[src/rtl/core/cse_pkg.sv]
// ----------------------------------------------------------------------------
// cse_pkg
// Shared types and codes of the C string literal escaper: the command that
// the front end hands to the back end through the queue.
// ----------------------------------------------------------------------------
package cse_pkg;

    // command kinds
    localparam logic [2:0] K_END  = 3'd0;  // terminating zero byte
    localparam logic [2:0] K_PASS = 3'd1;  // byte passes unchanged
    localparam logic [2:0] K_ESC  = 3'd2;  // backslash plus one letter
    localparam logic [2:0] K_OCT  = 3'd3;  // backslash plus octal digits
    localparam logic [2:0] K_U4   = 3'd4;  // backslash u plus four hex digits
    localparam logic [2:0] K_U8   = 3'd5;  // backslash U plus eight hex digits

    localparam logic [7:0] CH_BSLASH = 8'h5C;
    localparam logic [7:0] CH_LOW_U  = 8'h75;
    localparam logic [7:0] CH_UP_U   = 8'h55;
    localparam logic [7:0] CH_ZERO   = 8'h30;
    localparam logic [7:0] CH_LOW_A  = 8'h61;

    localparam int CP_W  = 21;
    localparam int CNT_W = 4;

    typedef struct packed {
        logic [2:0]       kind;
        logic [CP_W-1:0]  value;  // byte, escape letter or code point
        logic [CNT_W-1:0] total;  // number of output bytes
    } t_cmd;

endpackage

[src/rtl/core/cse_front.sv]
// ----------------------------------------------------------------------------
// cse_front
// Accepts input bytes, tracks UTF-8 sequences and classifies each byte into
// an output command for the queue.
// ----------------------------------------------------------------------------
module cse_front (
    input  logic           i_clk,
    input  logic           i_rst_n,
    input  logic           i_valid,
    input  logic [7:0]     i_in_byte,
    output logic           o_stall,
    input  logic           i_full,
    output logic           o_push,
    output cse_pkg::t_cmd  o_cmd
);

    function automatic logic [7:0] esc_char(input logic [7:0] b);
        case (b)
            8'h5C:   esc_char = 8'h5C;
            8'h07:   esc_char = 8'h61;
            8'h08:   esc_char = 8'h62;
            8'h0C:   esc_char = 8'h66;
            8'h0A:   esc_char = 8'h6E;
            8'h0D:   esc_char = 8'h72;
            8'h09:   esc_char = 8'h74;
            8'h0B:   esc_char = 8'h76;
            8'h3F:   esc_char = 8'h3F;
            8'h22:   esc_char = 8'h22;
            default: esc_char = 8'h00;
        endcase
    endfunction

    function automatic logic is_pass(input logic [7:0] b);
        logic r;
        r = ((b >= 8'h61) && (b <= 8'h7A)) || ((b >= 8'h41) && (b <= 8'h5A)) ||
            ((b >= 8'h30) && (b <= 8'h39));
        case (b)
            8'h20, 8'h7E, 8'h21, 8'h40, 8'h23, 8'h24, 8'h25, 8'h5E, 8'h26,
            8'h2A, 8'h28, 8'h29, 8'h5F, 8'h2D, 8'h2B, 8'h3D, 8'h7C, 8'h7D,
            8'h7B, 8'h5B, 8'h5D, 8'h3B, 8'h27, 8'h3A, 8'h2C, 8'h2E, 8'h2F,
            8'h3C, 8'h3E: r = 1'b1;
            default: r = r;
        endcase
        is_pass = r;
    endfunction

    logic [cse_pkg::CP_W-1:0] r_acc, n_acc;
    logic [1:0]               r_left, n_left;
    logic                     r_long, n_long;
    logic                     w_accept;
    logic [cse_pkg::CP_W-1:0] w_acc_cont;
    logic [7:0]               w_esc;

    assign o_stall  = i_full;
    assign w_accept = i_valid && !i_full;
    assign w_esc    = esc_char(i_in_byte);
    assign w_acc_cont = {r_acc[cse_pkg::CP_W-7:0], i_in_byte[5:0]};

    always_comb begin
        n_acc       = r_acc;
        n_left      = r_left;
        n_long      = r_long;
        o_push      = 1'b0;
        o_cmd.kind  = cse_pkg::K_PASS;
        o_cmd.value = {13'd0, i_in_byte};
        o_cmd.total = 4'd1;
        if (w_accept) begin
            if (i_in_byte == 8'h00) begin
                n_acc      = '0;
                n_left     = 2'd0;
                n_long     = 1'b0;
                o_push     = 1'b1;
                o_cmd.kind = cse_pkg::K_END;
            end else if (r_left != 2'd0) begin
                n_acc  = w_acc_cont;
                n_left = r_left - 2'd1;
                if (r_left == 2'd1) begin
                    n_acc       = '0;
                    n_long      = 1'b0;
                    o_push      = 1'b1;
                    o_cmd.value = w_acc_cont;
                    if (r_long) begin
                        o_cmd.kind  = cse_pkg::K_U8;
                        o_cmd.total = 4'd10;
                    end else begin
                        o_cmd.kind  = cse_pkg::K_U4;
                        o_cmd.total = 4'd6;
                    end
                end
            end else if (w_esc != 8'h00) begin
                o_push      = 1'b1;
                o_cmd.kind  = cse_pkg::K_ESC;
                o_cmd.value = {13'd0, w_esc};
                o_cmd.total = 4'd2;
            end else if (i_in_byte[7:5] == 3'b110) begin
                n_acc  = {16'd0, i_in_byte[4:0]};
                n_left = 2'd1;
                n_long = 1'b0;
            end else if (i_in_byte[7:4] == 4'b1110) begin
                n_acc  = {17'd0, i_in_byte[3:0]};
                n_left = 2'd2;
                n_long = 1'b0;
            end else if (i_in_byte[7:3] == 5'b11110) begin
                n_acc  = {18'd0, i_in_byte[2:0]};
                n_left = 2'd3;
                n_long = 1'b1;
            end else if (is_pass(i_in_byte)) begin
                o_push = 1'b1;
            end else begin
                o_push     = 1'b1;
                o_cmd.kind = cse_pkg::K_OCT;
                if (i_in_byte >= 8'd64) begin
                    o_cmd.total = 4'd4;
                end else if (i_in_byte >= 8'd8) begin
                    o_cmd.total = 4'd3;
                end else begin
                    o_cmd.total = 4'd2;
                end
            end
        end
    end

    always_ff @(posedge i_clk) begin
        if (!i_rst_n) begin
            r_acc  <= '0;
            r_left <= 2'd0;
            r_long <= 1'b0;
        end else begin
            r_acc  <= n_acc;
            r_left <= n_left;
            r_long <= n_long;
        end
    end

endmodule

[src/rtl/core/cse_fifo.sv]
// ----------------------------------------------------------------------------
// cse_fifo
// Short command queue between the front end and the back end.
// ----------------------------------------------------------------------------
module cse_fifo #(
    parameter int DEPTH = 4
) (
    input  logic           i_clk,
    input  logic           i_rst_n,
    input  logic           i_push,
    input  cse_pkg::t_cmd  i_cmd,
    input  logic           i_pop,
    output cse_pkg::t_cmd  o_cmd,
    output logic           o_full,
    output logic           o_empty
);

    localparam int PTR_W = (DEPTH > 1) ? $clog2(DEPTH) : 1;
    localparam int CNT_W = $clog2(DEPTH + 1);
    localparam logic [PTR_W-1:0] LAST_PTR = PTR_W'(DEPTH - 1);
    localparam logic [CNT_W-1:0] FULL_CNT = CNT_W'(DEPTH);

    cse_pkg::t_cmd    r_mem [DEPTH];
    logic [PTR_W-1:0] r_wr_ptr, r_rd_ptr;
    logic [CNT_W-1:0] r_count;
    logic             w_push, w_pop;

    assign o_full  = (r_count == FULL_CNT);
    assign o_empty = (r_count == '0);
    assign w_push  = i_push && !o_full;
    assign w_pop   = i_pop && !o_empty;
    assign o_cmd   = r_mem[r_rd_ptr];

    always_ff @(posedge i_clk) begin
        if (w_push) begin
            r_mem[r_wr_ptr] <= i_cmd;
        end
    end

    always_ff @(posedge i_clk) begin
        if (!i_rst_n) begin
            r_wr_ptr <= '0;
            r_rd_ptr <= '0;
            r_count  <= '0;
        end else begin
            if (w_push) begin
                r_wr_ptr <= (r_wr_ptr == LAST_PTR) ? '0 : r_wr_ptr + 1'b1;
            end
            if (w_pop) begin
                r_rd_ptr <= (r_rd_ptr == LAST_PTR) ? '0 : r_rd_ptr + 1'b1;
            end
            if (w_push && !w_pop) begin
                r_count <= r_count + 1'b1;
            end else if (w_pop && !w_push) begin
                r_count <= r_count - 1'b1;
            end
        end
    end

endmodule

[src/rtl/core/cse_back.sv]
// ----------------------------------------------------------------------------
// cse_back
// Expands each queued command into output bytes, one per cycle while the
// output is not stalled, into an output register.
// ----------------------------------------------------------------------------
module cse_back (
    input  logic           i_clk,
    input  logic           i_rst_n,
    input  cse_pkg::t_cmd  i_cmd,
    input  logic           i_empty,
    output logic           o_pop,
    output logic           o_valid,
    input  logic           i_stall,
    output logic [7:0]     o_out_byte,
    output logic           o_run_last,
    output logic           o_string_end
);

    function automatic logic [7:0] hex_char(input logic [3:0] nib);
        if (nib < 4'd10) begin
            hex_char = cse_pkg::CH_ZERO + {4'd0, nib};
        end else begin
            hex_char = cse_pkg::CH_LOW_A + {4'd0, nib} - 8'd10;
        end
    endfunction

    logic [cse_pkg::CNT_W-1:0] r_idx;
    logic                      r_valid;
    logic [7:0]                r_byte;
    logic                      r_last, r_end;
    logic                      w_advance, w_last;
    logic [cse_pkg::CNT_W-1:0] w_pos;
    logic [31:0]               w_hex32;
    logic [2:0]                w_oct;
    logic [7:0]                w_byte;

    assign w_advance = !i_empty && (!r_valid || !i_stall);
    assign w_last    = (r_idx == i_cmd.total - 4'd1);
    assign w_pos     = i_cmd.total - 4'd1 - r_idx;
    assign w_hex32   = {11'd0, i_cmd.value};
    assign o_pop     = w_advance && w_last;

    always_comb begin
        case (w_pos[1:0])
            2'd0:    w_oct = i_cmd.value[2:0];
            2'd1:    w_oct = i_cmd.value[5:3];
            default: w_oct = {1'b0, i_cmd.value[7:6]};
        endcase
    end

    always_comb begin
        w_byte = cse_pkg::CH_BSLASH;
        case (i_cmd.kind)
            cse_pkg::K_END:  w_byte = 8'h00;
            cse_pkg::K_PASS: w_byte = i_cmd.value[7:0];
            cse_pkg::K_ESC: begin
                if (r_idx != '0) w_byte = i_cmd.value[7:0];
            end
            cse_pkg::K_OCT: begin
                if (r_idx != '0) w_byte = cse_pkg::CH_ZERO + {5'd0, w_oct};
            end
            cse_pkg::K_U4, cse_pkg::K_U8: begin
                if (r_idx == 4'd1) begin
                    w_byte = (i_cmd.kind == cse_pkg::K_U8) ? cse_pkg::CH_UP_U
                                                           : cse_pkg::CH_LOW_U;
                end else if (r_idx != '0) begin
                    w_byte = hex_char(w_hex32[{w_pos[2:0], 2'b00} +: 4]);
                end
            end
            default: w_byte = cse_pkg::CH_BSLASH;
        endcase
    end

    always_ff @(posedge i_clk) begin
        if (w_advance) begin
            r_byte <= w_byte;
            r_last <= w_last;
            r_end  <= (i_cmd.kind == cse_pkg::K_END);
        end
    end

    always_ff @(posedge i_clk) begin
        if (!i_rst_n) begin
            r_idx   <= '0;
            r_valid <= 1'b0;
        end else begin
            if (w_advance) begin
                r_valid <= 1'b1;
                r_idx   <= w_last ? '0 : r_idx + 4'd1;
            end else if (!i_stall) begin
                r_valid <= 1'b0;
            end
        end
    end

    assign o_valid      = r_valid;
    assign o_out_byte   = r_byte;
    assign o_run_last   = r_last;
    assign o_string_end = r_end;

endmodule

[src/rtl/core/c_string_literal_escaper_top.sv]
// ----------------------------------------------------------------------------
// c_string_literal_escaper_top
// Turns a raw byte stream into the body of a C string literal.
// ----------------------------------------------------------------------------
// One input byte per transfer; each byte yields zero to ten output bytes.
// Backslash, quote, question mark and the control bytes BEL, BS, FF, LF, CR,
// HT and VT become two-byte backslash escapes; UTF-8 sequences are gathered
// and come out as \u plus four lowercase hex digits (two- and three-byte
// forms) or \U plus eight (four-byte form); letters, digits and common
// keyboard symbols pass unchanged; every other byte becomes a backslash plus
// its octal value without leading zeros. A zero byte drops any pending
// sequence and yields one zero byte flagged with string_end. run_last marks
// the last output byte of each input byte. The front end takes one input
// byte per cycle while the command queue (FIFO_DEPTH entries) has room; the
// back end drives one output byte per cycle while the output is not
// stalled, so the sustained input rate follows the average expansion of
// the text. An accepted byte is registered in the queue and then in the
// back end's output register before it leaves.
// ----------------------------------------------------------------------------
module c_string_literal_escaper_top #(
    parameter int FIFO_DEPTH = 4
) (
    input  logic       i_clk,
    input  logic       i_rst_n,
    // input channel
    input  logic       i_valid,
    input  logic [7:0] i_in_byte,
    output logic       o_stall,
    // output channel
    output logic       o_valid,
    input  logic       i_stall,
    output logic [7:0] o_out_byte,
    output logic       o_run_last,
    output logic       o_string_end
);

    cse_pkg::t_cmd w_push_cmd, w_head_cmd;
    logic          w_push, w_pop, w_full, w_empty;

    // front: classify bytes, track UTF-8 sequences
    cse_front u_front (
        .i_clk     (i_clk),
        .i_rst_n   (i_rst_n),
        .i_valid   (i_valid),
        .i_in_byte (i_in_byte),
        .o_stall   (o_stall),
        .i_full    (w_full),
        .o_push    (w_push),
        .o_cmd     (w_push_cmd)
    );

    // queue: decouple classification from expansion
    cse_fifo #(
        .DEPTH (FIFO_DEPTH)
    ) u_fifo (
        .i_clk   (i_clk),
        .i_rst_n (i_rst_n),
        .i_push  (w_push),
        .i_cmd   (w_push_cmd),
        .i_pop   (w_pop),
        .o_cmd   (w_head_cmd),
        .o_full  (w_full),
        .o_empty (w_empty)
    );

    // back: expand commands into output bytes
    cse_back u_back (
        .i_clk        (i_clk),
        .i_rst_n      (i_rst_n),
        .i_cmd        (w_head_cmd),
        .i_empty      (w_empty),
        .o_pop        (w_pop),
        .o_valid      (o_valid),
        .i_stall      (i_stall),
        .o_out_byte   (o_out_byte),
        .o_run_last   (o_run_last),
        .o_string_end (o_string_end)
    );

`ifndef NO_ASSERTIONS
    // the terminating byte is zero and closes its run
    a_end_byte: assert property (@(posedge i_clk) disable iff (!i_rst_n)
        (o_valid && o_string_end) |-> (o_out_byte == 8'h00 && o_run_last))
        else $error("string end byte malformed");

    // a command is never pushed into a full queue
    a_no_overflow: assert property (@(posedge i_clk) disable iff (!i_rst_n)
        w_push |-> !w_full)
        else $error("command queue overflow");

    // a command is never popped from an empty queue
    a_no_underflow: assert property (@(posedge i_clk) disable iff (!i_rst_n)
        w_pop |-> !w_empty)
        else $error("command queue underflow");

    // a completed pop ends a run on the next output byte
    a_pop_last: assert property (@(posedge i_clk) disable iff (!i_rst_n)
        w_pop |=> (o_valid && o_run_last))
        else $error("run end not flagged");
`endif

endmodule

[config.mk]
export PLATFORM = sky130hd
export DESIGN_NAME = c_string_literal_escaper_top
export DESIGN_NICKNAME = d
export VERILOG_FILES = /design/src/rtl/core/cse_pkg.sv /design/src/rtl/core/cse_front.sv /design/src/rtl/core/cse_fifo.sv /design/src/rtl/core/cse_back.sv /design/src/rtl/core/c_string_literal_escaper_top.sv
export SDC_FILE = /design/constraint.sdc
export NUM_CORES = 1
export LEC_CHECK = 0
export ABC_AREA = 0
export ABC_CLOCK_PERIOD_IN_PS = 4080
export BUFFER_PORTS_ARGS = -buffer_cell sky130_fd_sc_hd__buf_2
export CAP_MARGIN = 20
export CORE_MARGIN = 5
export CORE_UTILIZATION = 42
export CTS_CLUSTER_DIAMETER = 200
export DETAILED_ROUTE_END_ITERATION = 8
export GPL_TIMING_DRIVEN = 1
export SLEW_MARGIN = 40
export SYNTH_ARGS = -nofsm -noshare
export SYNTH_HDL_FRONTEND = slang
export SYNTH_SLANG_ARGS = --single-unit
[constraint.sdc]
create_clock -name i_clk -period 4.08 [get_ports i_clk]
set_input_delay 0.408 -clock i_clk [delete_from_list [all_inputs] [get_ports i_clk]]
set_output_delay 0.408 -clock i_clk [all_outputs]
set_load 0.01 [all_outputs]
# After elaboration in Yosys (flattened, before gate mapping)
# Memory sizes are Yosys's and may differ from the RTL's. A register that Yosys moved wholly into a read port is not among the register bits.
# Index checks and enable logic that the tools add are counted.
# classes
n_addsub,12
n_lt_le_gt_ge,9
n_eq_ne,57
n_shift,1
mux,76
reduce_logical,32
# ops
operator,count
"equality test 8 x 6 -> 1 bit, second input constant",22
two-way mux 15 bit,7
two-way mux 28 bit,3
"equality test 8 x 7 -> 1 bit, second input constant",10
case mux 7 bit (10 select lines),1
"equality test 8 x 4 -> 1 bit, second input constant",6
two-way mux 8 bit,6
case mux 8 bit (5 select lines),1
variable part select 32 x 6 -> 4 bit,1
two-way mux 1 bit,29
OR reduction 29 bit,1
two-way mux 4 bit,7
two-way mux 25 bit,1
"greater-or-equal comparator 8 x 7 -> 1 bit, second input constant",3
two-way mux 3 bit,8
two-way mux 2 bit,11
"less-or-equal comparator 8 x 7 -> 1 bit, second input constant",2
"equality test 3 bit, second input constant",4
logical AND 1 bit,10
"adder 7 x 4 -> 8 bit, first input constant",1
"equality test 8 x 3 -> 1 bit, second input constant",1
"greater-or-equal comparator 8 x 4 -> 1 bit, second input constant",1
"greater-or-equal comparator 8 x 6 -> 1 bit, second input constant",1
"less-or-equal comparator 8 x 6 -> 1 bit, second input constant",1
36 further kinds,49
# word_totals
regBits,40
ram_bits,112
input_bits,12
out_inout_bits,12
wordCells,199
memories,1
# mem_list
memory,depth,width,rd,rd_clocked_by_memory_dff,write_ports,line,source
u_fifo.r_mem,4,28,1,1,1,cse_fifo.sv:23,cse_pkg::t_cmd r_mem [DEPTH];

# Depth between registers and ports, before layout
# Gate-level depths: netlist (run 1).
# logic_depth
ltp_word,20
mapped_depth,15
mapped_depth_nobuf,13

# Hierarchy
# Synthesis (run 1) repeated with hierarchy kept, for this count alone.
# unflattened
cells_unflattened,570
hier_area_um2,7569.8
# by_module_without_submodules
mod,instances,cells_per_inst,area_each_um2,seq_area_each_um2
cse_fifo,1,197,4570.6,3543.4
cse_front,1,225,1632.8,360.3
cse_back,1,148,1366.3,400.4

# Worst setup path before layout (run 1)
# OpenSTA, ideal clock, no wires.
# synth_timing
kind,reg2reg
start,reg with a tool-made name
end,"reg u_back.r_byte[0], in the netlist u_back.o_out_byte[0] (data pin)"
setup_time_ps,256
t_arrival_ps,3330
required_ps,3824
path_slack_ps,494
stages_incl_launch_ff,13
path_buffers,2
period_less_slack_ps,3586
path_cell_list,dfxtp_1 -> buf_6 -> mux4_2 -> inv_1 -> ha_1 -> fa_1 -> clkbuf_1 -> nor2b_1 -> a22oi_1 -> a31oi_1 -> a22oi_4 -> xor2_1 -> a41o_1
# synth_lines
item,line,source
to (signal assigned),cse_back.sv:76,r_byte <= w_byte;
to (decl),cse_back.sv:29,logic [7:0] r_byte;

==> impl_metrics.ini, run 1 <==
[timing]
rsz0062_at_grt = no
finalCritPeriodShare = 0.933
hold_viol_final = 0
drv_slew = 0
setup_tns_ns = 0
timing.slew.headroom = 0.615
worst_pin_slew_ns = 0.563
fmax_ghz = 0.263
skew_ns = 0.0132
setup_viol = 0
fin_crit_ns = 3.81

[critical_path]
crit_required_ns = 4.24
critPathSlowestCell = fa_1
cpPeakStageDelay_ns = 0.84
worstSetupPathType = reg2reg
crit_chain = mux4_1 > inv_1 > ha_1 > fa_1 > mux4_2 > or3_4 > a22oi_4 > a21oi_1 > a221o_1
worstPathArrival_ns = 3.97
worstSetupStartpointType = flop
crit_fanout = 16
endpoint_kind = flop

[synth]
synth_edf_count = 122
syn_area_per_cell_um2 = 13.0
yosys.area.top_type_share = 0.493
synth-seq-cells = 154
async_flop_share = 0
synthCells = 571
ys_warn_count = 0
yosysTopAreaCell = edfxtp_1
yosys.cell_types.count = 67
synth.cells.most_frequent = edfxtp_1 (122), nand2_1 (46), dfxtp_1 (32)
synth_most_common_cell = edfxtp_1
synth_area_leaders = edfxtp_1 (49%), dfxtp_1 (8.6%), mux4_2 (8.2%)
ys.flop_type = edfxtp_1
ys_seq_area_frac = 0.579
syn_area_um2 = 7430
synth_fp_nets = 598

[pwr]
p_clk_frac = 0.249
powerDensity_nw_per_um2 = 655
p_leak_nw = 2.95
p_comb_frac = 0.369
seqPwrFrac = 0.382
power.switching_w = 0.00184
power_switching_share = 0.337
irDropWorstVdd_mv = 0.263
p_int_w = 0.00362

[drt]
ant_nets = 0
vias_per_cell = 5.70
post-route-drc-count = 0
drt-met1-wl_um = 6940
met2WireLength_um = 7810
vias = 4740
wire_per_inst_um = 18.8
drt_wl_total_um = 15700
top_layer = met4
firstDrtPassIters = 4
wl_met3_um = 700
first_iter_violations = 299

[cells_and_area]
instances_no_fill = 832
syn_to_final_growth_pct = 12.0
stdcell_area_um2 = 8320
drive_above_1_share = 0.173
fin_nets = 621
antenna_cells = 0

[place]
dp_hpwl_um = 10800
dpl.cell_count = 800
routabilityCongestion = 0.911
place_area_um2 = 7800
io_buffers = 23

[grt]
grt_pass1_vias = 4687
grt_max_degree = 30
grt_usage = 0.162
antenna_found_initial = 0
grt_pass1_wl_um = 25300
overflow = 0

[floorplanning]
die_h_um = 143
die_x_um = 143
dieArea_um2 = 20400
fp-row-count = 48
core-area_um2 = 17300
initial_core_util = 0.429
pin_count = 24

[clocking]
cts_tree = built
cts_setup_buffers = 0
cts_hold_buf = 0
clock_path_buffers = 2
clk_latency_ns = 0.42
path_clk_slew_ns = 0.06
root_buffer = clkbuf_16
clock-sinks = 154
cts_made_buffers = 17
h-tree-depth = 4
cts_resized = 0

[flow_run]
drv_cap = 0

[min_path]
hp-class = in2reg

[outcome]
status = complete, no violations
==> final timing paths <==
| check | slack [ns] | end | cells past startpoint | from |
|---|---|---|---|---|
| min | 0.26 | u_back.o_valid | 3 | i_stall |
| max | 0.27 | u_back.o_out_byte[6] | 9 | flop |
| min reg2reg | 0.46 | u_front.r_acc[9] | 2 | u_front.r_acc[9] |
| max reg2reg | 0.27 | u_back.o_out_byte[6] | 9 | flop |
==> power groups by stage <==
stage	Combinational, W	Clock, W	Sequential [W]
global placement	0.00196	0	0.00211
CTS	0.00202	0.00139	0.00209
floorplan	0.00149	0	0.00212
global route	0.00222	0.00147	0.00211
finish	0.00201	0.00136	0.00209
detailed placement	0.00201	0	0.00212
==> final cells by class <==
class / instances / area (um^2)
flip-flops and latches: 154 / 4310
clock inverters: 11 / 73.8
multi-input cells: 366 / 2930
well taps: 225 / 282
repair buffers: 37 / 220
fillers: 1512 / 8970
clock buffers: 21 / 440
inverters: 18 / 67.6
==> worst max-delay path, delay by kind of cell (launching register included) <==
| family | cells | cell delay, ns |
|---|---|---|
| AO/OA/AOI/OAI | 3 | 0.53 |
| adder cells (fa/ha/maj) | 2 | 1.10 |
| buffers and inverters | 1 | 0.09 |
| flip-flops | 1 | 0.37 |
| multiplexers | 2 | 1.03 |
| AND/OR/NAND/NOR | 1 | 0.41 |
==> kinds of logic after synthesis <==
family | Yosys count | synth area share
buffers and inverters | 51 | 0.0280
XOR/XNOR | 11 | 0.0150
AO/OA/AOI/OAI | 113 | 0.106
flip-flops | 154 | 0.579
AND/OR/NAND/NOR | 180 | 0.126
multiplexers | 47 | 0.118
adder cells (fa/ha/maj) | 15 | 0.0273
==> stage by stage <==
step,util,total power [W],hold WS [ns],setup WS [ns]
floorplan,-,0.00360,0.436,0.494
global placement,0.451,0.00407,0.452,0.391
detailed placement,0.451,0.00413,0.454,0.279
CTS,0.481,0.00550,0.238,0.267
global route,0.481,0.00580,0.298,0.0816
finish,0.481,0.00545,0.257,0.273
==> routing by layer <==
metal | track usage | vias to the layer above
met4 | 0.0520 | 0
met5 | 0 | -
li1 | - | 2239
met3 | 0.0388 | 16
met2 | 0.264 | 130
met1 | 0.216 | 2355
==> cell usage in the layout, fill, tap and decap left out, types with 6 or more instances in the layout <==
cell type,instances
nor3_1,12
nor2b_1,13
inv_1,18
ha_1,13
nand2_1,46
nand3_1,21
clkbuf_16,17
mux2i_1,12
dfxtp_1,30
mux4_2,27
and3_1,20
buf_2,23
a21o_1,7
a21oi_1,18
a21boi_0,18
xnor2_1,6
o21ai_0,24
edfxtp_1,122
and2_1,11
buf_4,14
nor2_1,24
==> sequential cells by signal, summed over array words and instances (netlist names), named ones only <==
signal	count
u_back.r_idx	4
u_fifo.r_wr_ptr	2
u_fifo.r_rd_ptr	2
u_front.r_acc	15
u_back.o_valid	1
u_back.o_run_last	1
u_back.o_string_end	1
u_fifo.r_mem	112
u_front.r_long	1
u_back.o_out_byte	8
u_front.r_left	2
u_fifo.r_count	3
No activity file was read; power rests on OpenSTA's default activity.
==> inputs of run 2 (changes only) <==
==> constraint.sdc (replaced) <==
create_clock -name i_clk -period 4.08 [get_ports i_clk]
set_input_delay 0.612 -clock i_clk [delete_from_list [all_inputs] [get_ports i_clk]]
set_output_delay 0.612 -clock i_clk [all_outputs]
set_load 0.01 [all_outputs]
==> run 2 against run 1 <==
  * Register-to-register slack hardly changed
  * Largest power group unchanged
  * Global-route usage is 0.36 points higher
  * Highest routed layer unchanged
  * Setup slack gained 0.013 ns
  * First-iteration DRC count rose by 7.4%
  * Die area is the same
  * Clock skew is 0.0073 ns lower
  * Critical path type unchanged
  * Wire length grew 1.5%
  * Fmax is 0.35% higher
==> impl_metrics.ini, run 2 (synthesized netlist as in run 1, its figures left out) <==
[critical_path]
cp.buffers_inverters = 1
endpoint_kind = flop
worstSetupStartpointType = flop
critPathSlowestCell = fa_2
r2r_end = u_back.o_out_byte[2]
crit_fanout = 16
cpPeakStageDelay_ns = 0.73
crit_required_ns = 4.33
worstSetupPathType = reg2reg
worstPathArrival_ns = 4.04
ff2ff_setup_slack_ns = 0.29
rr_worst_depth = 10
crit_chain = mux4_1 > inv_1 > ha_1 > fa_2 > mux4_2 > mux2i_1 > ha_1 > o21ai_0 > mux2_2 > o221ai_1
crit_family = multiplexers
crit_top_cell = ha_1

[grt]
grt_pass1_wl_um = 25900
overflow = 0
antenna_found_initial = 0
grt_pass1_vias = 4799
grt_max_degree = 30
grt_usage = 0.166

[outcome]
status = complete, no violations

[timing]
hold_viol_final = 0
skew_ns = 0.00595
fin_hold_ws_ns = 0.454
fin_crit_ns = 3.79
timing.slew.headroom = 0.487
worst_pin_slew_ns = 0.769
fmax_ghz = 0.264
rsz0062_at_grt = no
setup_tns_ns = 0
drv_slew = 0
setup_viol = 0
finalCritPeriodShare = 0.930

[clocking]
cts_resized = 0
clock_path_buffers = 2
cts_setup_buffers = 0
cts_tree = built
clk_latency_ns = 0.42
cts_made_buffers = 17
h-tree-depth = 4
clock-sinks = 154
cts_hold_buf = 0
path_clk_slew_ns = 0.06
root_buffer = clkbuf_16

[floorplanning]
die_x_um = 143
core-area_um2 = 17300
die_h_um = 143
pin_count = 24
fp-row-count = 48
initial_core_util = 0.429
dieArea_um2 = 20400

[min_path]
hp-class = in2reg
hold-path-endpoint = u_back.o_valid
whs_path_depth = 3
hold_start = i_stall

[pwr]
irDropWorstVdd_mv = 0.340
powerDensity_nw_per_um2 = 675
p_leak_nw = 3.00

[cells_and_area]
top_register = u_fifo.r_mem
drive_above_1_share = 0.174
mostFrequentLayoutCells = edfxtp_1 (122), nand2_1 (46), dfxtp_1 (31)
largest_register_ffs = 112
final_common_cell = edfxtp_1
fin_nets = 622
syn_to_final_growth_pct = 13.3
stdcell_area_um2 = 8420
instances_no_fill = 833
antenna_cells = 0
n_fill_cell = 1531

[place]
routabilityCongestion = 0.939
dpl.cell_count = 801
io_buffers = 23
dp_hpwl_um = 11000
place_area_um2 = 7800

[drt]
vias_per_cell = 5.68
drt_wl_total_um = 15900
post-route-drc-count = 0
vias = 4735
first_iter_violations = 321
ant_nets = 0
wire_per_inst_um = 19.1
firstDrtPassIters = 5

[flow_run]
drv_cap = 0
run 2: worst max path at each step:
stage / endpoint / slack (ns) / depth (start not counted)
floorplan: u_back.o_out_byte[0] / 0.49 / 12
global placement: u_back.o_out_byte[6] / 0.27 / 9
detailed placement: u_back.o_out_byte[2] / 0.17 / 10
CTS: u_back.o_out_byte[2] / 0.15 / 10
global route: u_back.o_out_byte[2] / 0.09 / 10
finish: u_back.o_out_byte[2] / 0.29 / 10
run 2: metal layers:
layer | GRT usage | wire [um] | part of all wire
met5 | 0 | 0 | 0
met1 | 0.216 | 7170 | 0.45
met4 | 0.0520 | 230 | 0.014
met3 | 0.0392 | 625 | 0.039
met2 | 0.276 | 7860 | 0.49
run 2: tightest hold or removal path, cell delays in order:
cell      delay [ns]
buf_2           0.10
nand2_1         0.05
a21boi_0        0.06
run 2: report_power, final:
group | internal [W] | switching (W)
Clock | 0.00101 | 0.000583
Sequential | 0.00198 | 0.000106
Combinational | 0.000863 | 0.00114
Total | 0.00385 | 0.00183
run 2: through the flow:
| stage | total power, W | setup slack [ns] | util |
|---|---|---|---|
| detailed placement | 0.00412 | 0.174 | 0.451 |
| global route | 0.00602 | 0.0916 | 0.487 |
| CTS | 0.00572 | 0.153 | 0.486 |
| floorplan | 0.00360 | 0.494 | - |
| finish | 0.00568 | 0.286 | 0.487 |
| global placement | 0.00406 | 0.272 | 0.451 |
run 2: layout make-up:
| type | instances | area, um^2 | area share |
|---|---|---|---|
| clock buffer | 27 | 526 | 0.0624 |
| clock inverter | 5 | 81.3 | 0.00966 |
| inverter | 18 | 67.6 | 0.00803 |
| multi-input combinational | 366 | 2930 | 0.348 |
| sequential | 154 | 4310 | 0.512 |
| tap | 225 | 282 | 0.0335 |
| timing repair buffer | 38 | 228 | 0.0271 |
==> inputs of run 3 (changes only) <==
- REMOVE_ABC_BUFFERS: not set -> 1
==> run 3 against run 2 <==
  * Die area unchanged
  * Critical path depth did not move
  * Via count decreased by 0.93%
  * First-iteration DRC count shrank 29%
  * Sequential share of layout area is 0.069 points higher
  * Clock-buffer cell count is 10 lower
  * Critical endpoint unchanged
  * Wire length shrank 2.4%
  * Final cell count is 0.12% lower
  * Largest power group unchanged
  * Sequential cell count did not move
==> impl_metrics.ini, run 3 (synthesized netlist as in run 1, its figures left out) <==
[timing]
timing.slew.headroom = 0.536
fmax_ghz = 0.263
skew_ns = 0.00595
worst_pin_slew_ns = 0.695
finalCritPeriodShare = 0.931
worst_slack_ns = 0.283
fin_crit_ns = 3.80
rsz0062_at_grt = no
setup_viol = 0
hold_viol_final = 0
drv_slew = 0

[cells_and_area]
mostFrequentLayoutCells = edfxtp_1 (122), nand2_1 (46), dfxtp_1 (31)
largest_register_ffs = 112
top_register = u_fifo.r_mem
syn_to_final_growth_pct = 13.1
fin_nets = 621
antenna_cells = 0
instances_no_fill = 832
final_common_cell = edfxtp_1
drive_above_1_share = 0.181

[critical_path]
crit_required_ns = 4.33
ff2ff_setup_slack_ns = 0.28
worstPathArrival_ns = 4.05
crit_fanout = 16
worstSetupStartpointType = flop
endpoint_kind = flop
rr_worst_depth = 10
worstSetupPathType = reg2reg
crit_path_end = u_back.o_out_byte[2]
r2r_end = u_back.o_out_byte[2]

[floorplanning]
dieArea_um2 = 20400
die_h_um = 143
initial_core_util = 0.429
die_x_um = 143
fp-row-count = 48
core-area_um2 = 17300
pin_count = 24

[clocking]
cts_tree = built
cts_hold_buf = 0
clock-sinks = 154
clk_latency_ns = 0.43
clock_path_buffers = 2
h-tree-depth = 4
cts_setup_buffers = 0
cts_made_buffers = 17
root_buffer = clkbuf_16
path_clk_slew_ns = 0.06

[grt]
grt_usage = 0.159
grt_max_degree = 30
grt_pass1_wl_um = 25000
overflow = 0
grt_pass1_vias = 4645
antenna_found_initial = 0

[drt]
wire_per_inst_um = 18.6
ant_nets = 0
vias_per_cell = 5.64
post-route-drc-count = 0
firstDrtPassIters = 5
vias = 4691
first_iter_violations = 227
drt_wl_total_um = 15500

[place]
routabilityCongestion = 0.867
io_buffers = 23
dp_hpwl_um = 10800
place_ws_ns = 0.148
dpl.cell_count = 800

[min_path]
hp-class = reg2reg

[pwr]
powerDensity_nw_per_um2 = 675
p_leak_nw = 3.00
irDropWorstVdd_mv = 0.336

[outcome]
status = complete, no violations

[flow_run]
drv_cap = 0
run 3: changes by cell type in the layout (fill, tap and decap cells not counted), moves of 2 or more:
cell        previous run  this run
clkbuf_16             19        17
clkbuf_8               2         0
inv_6                  0         4
clkinvlp_4             1         3
clkbuf_1               6         0
inv_8                  0         4
run 3: final cells by class:
type | count | area, um^2
Inverter | 18 | 67.6
Multi-Input combinational cell | 366 | 2920
Fill cell | 1530 | 8890
Clock buffer | 17 | 425
Tap cell | 225 | 282
Sequential cell | 154 | 4310
Clock inverter | 15 | 180
Timing Repair Buffer | 37 | 220
run 3: how the worst min path moves through the flow:
stage	startpoint	to	slack, ns	depth (start not counted)
detailed placement	u_front.r_acc[10]	u_front.r_acc[10]	0.45	2
global route	i_stall	u_back.o_valid	0.47	3
finish	u_front.r_acc[10]	u_front.r_acc[10]	0.46	2
floorplan	u_front.r_acc[14]	u_front.r_acc[14]	0.44	2
CTS	i_stall	u_back.o_valid	0.44	3
global placement	u_front.r_acc[10]	u_front.r_acc[10]	0.45	2
run 3: worst max-delay path, cell delays in order, from the launching register on:
cell and delay (ns):
dfxtp_2 0.46, mux4_1 0.64, inv_1 0.08, ha_1 0.26, fa_2 0.73, mux4_2 0.39
mux2i_1 0.26, ha_1 0.21, o21ai_0 0.09, mux2_2 0.31, o221ai_1 0.20
run 3: stage by stage:
step	util	hold WS [ns]	power (W)	TNS, ns	instance area (um^2)
CTS	0.486	0.444	0.00571	0	8400
detailed placement	0.451	0.453	0.00412	0	7800
finish	0.486	0.456	0.00568	0	8400
global route	0.486	0.473	0.00601	0	8400
floorplan	-	0.436	0.00356	-1.95	7290
global placement	0.451	0.452	0.00406	0	7800
run 3: per-layer routing:
metal  vias up  GRT usage  wire [um]
met1      2331      0.217       7120
met4         0     0.0540        204
li1       2246          -          -
met2       100      0.255       7550
met3        14     0.0355        636
met5         -          0          0
run 3: what timing repair did:
item,CTS,global route
hold endpoints to repair,0,0
setup endpoints to repair,0,2
gates resized for setup,0,1
run 3: power by group:
group / switching (W) / internal (W)
registers: 0.000105 / 0.00198
clock network: 0.000658 / 0.000925
logic: 0.00114 / 0.000865
total: 0.00191 / 0.00377
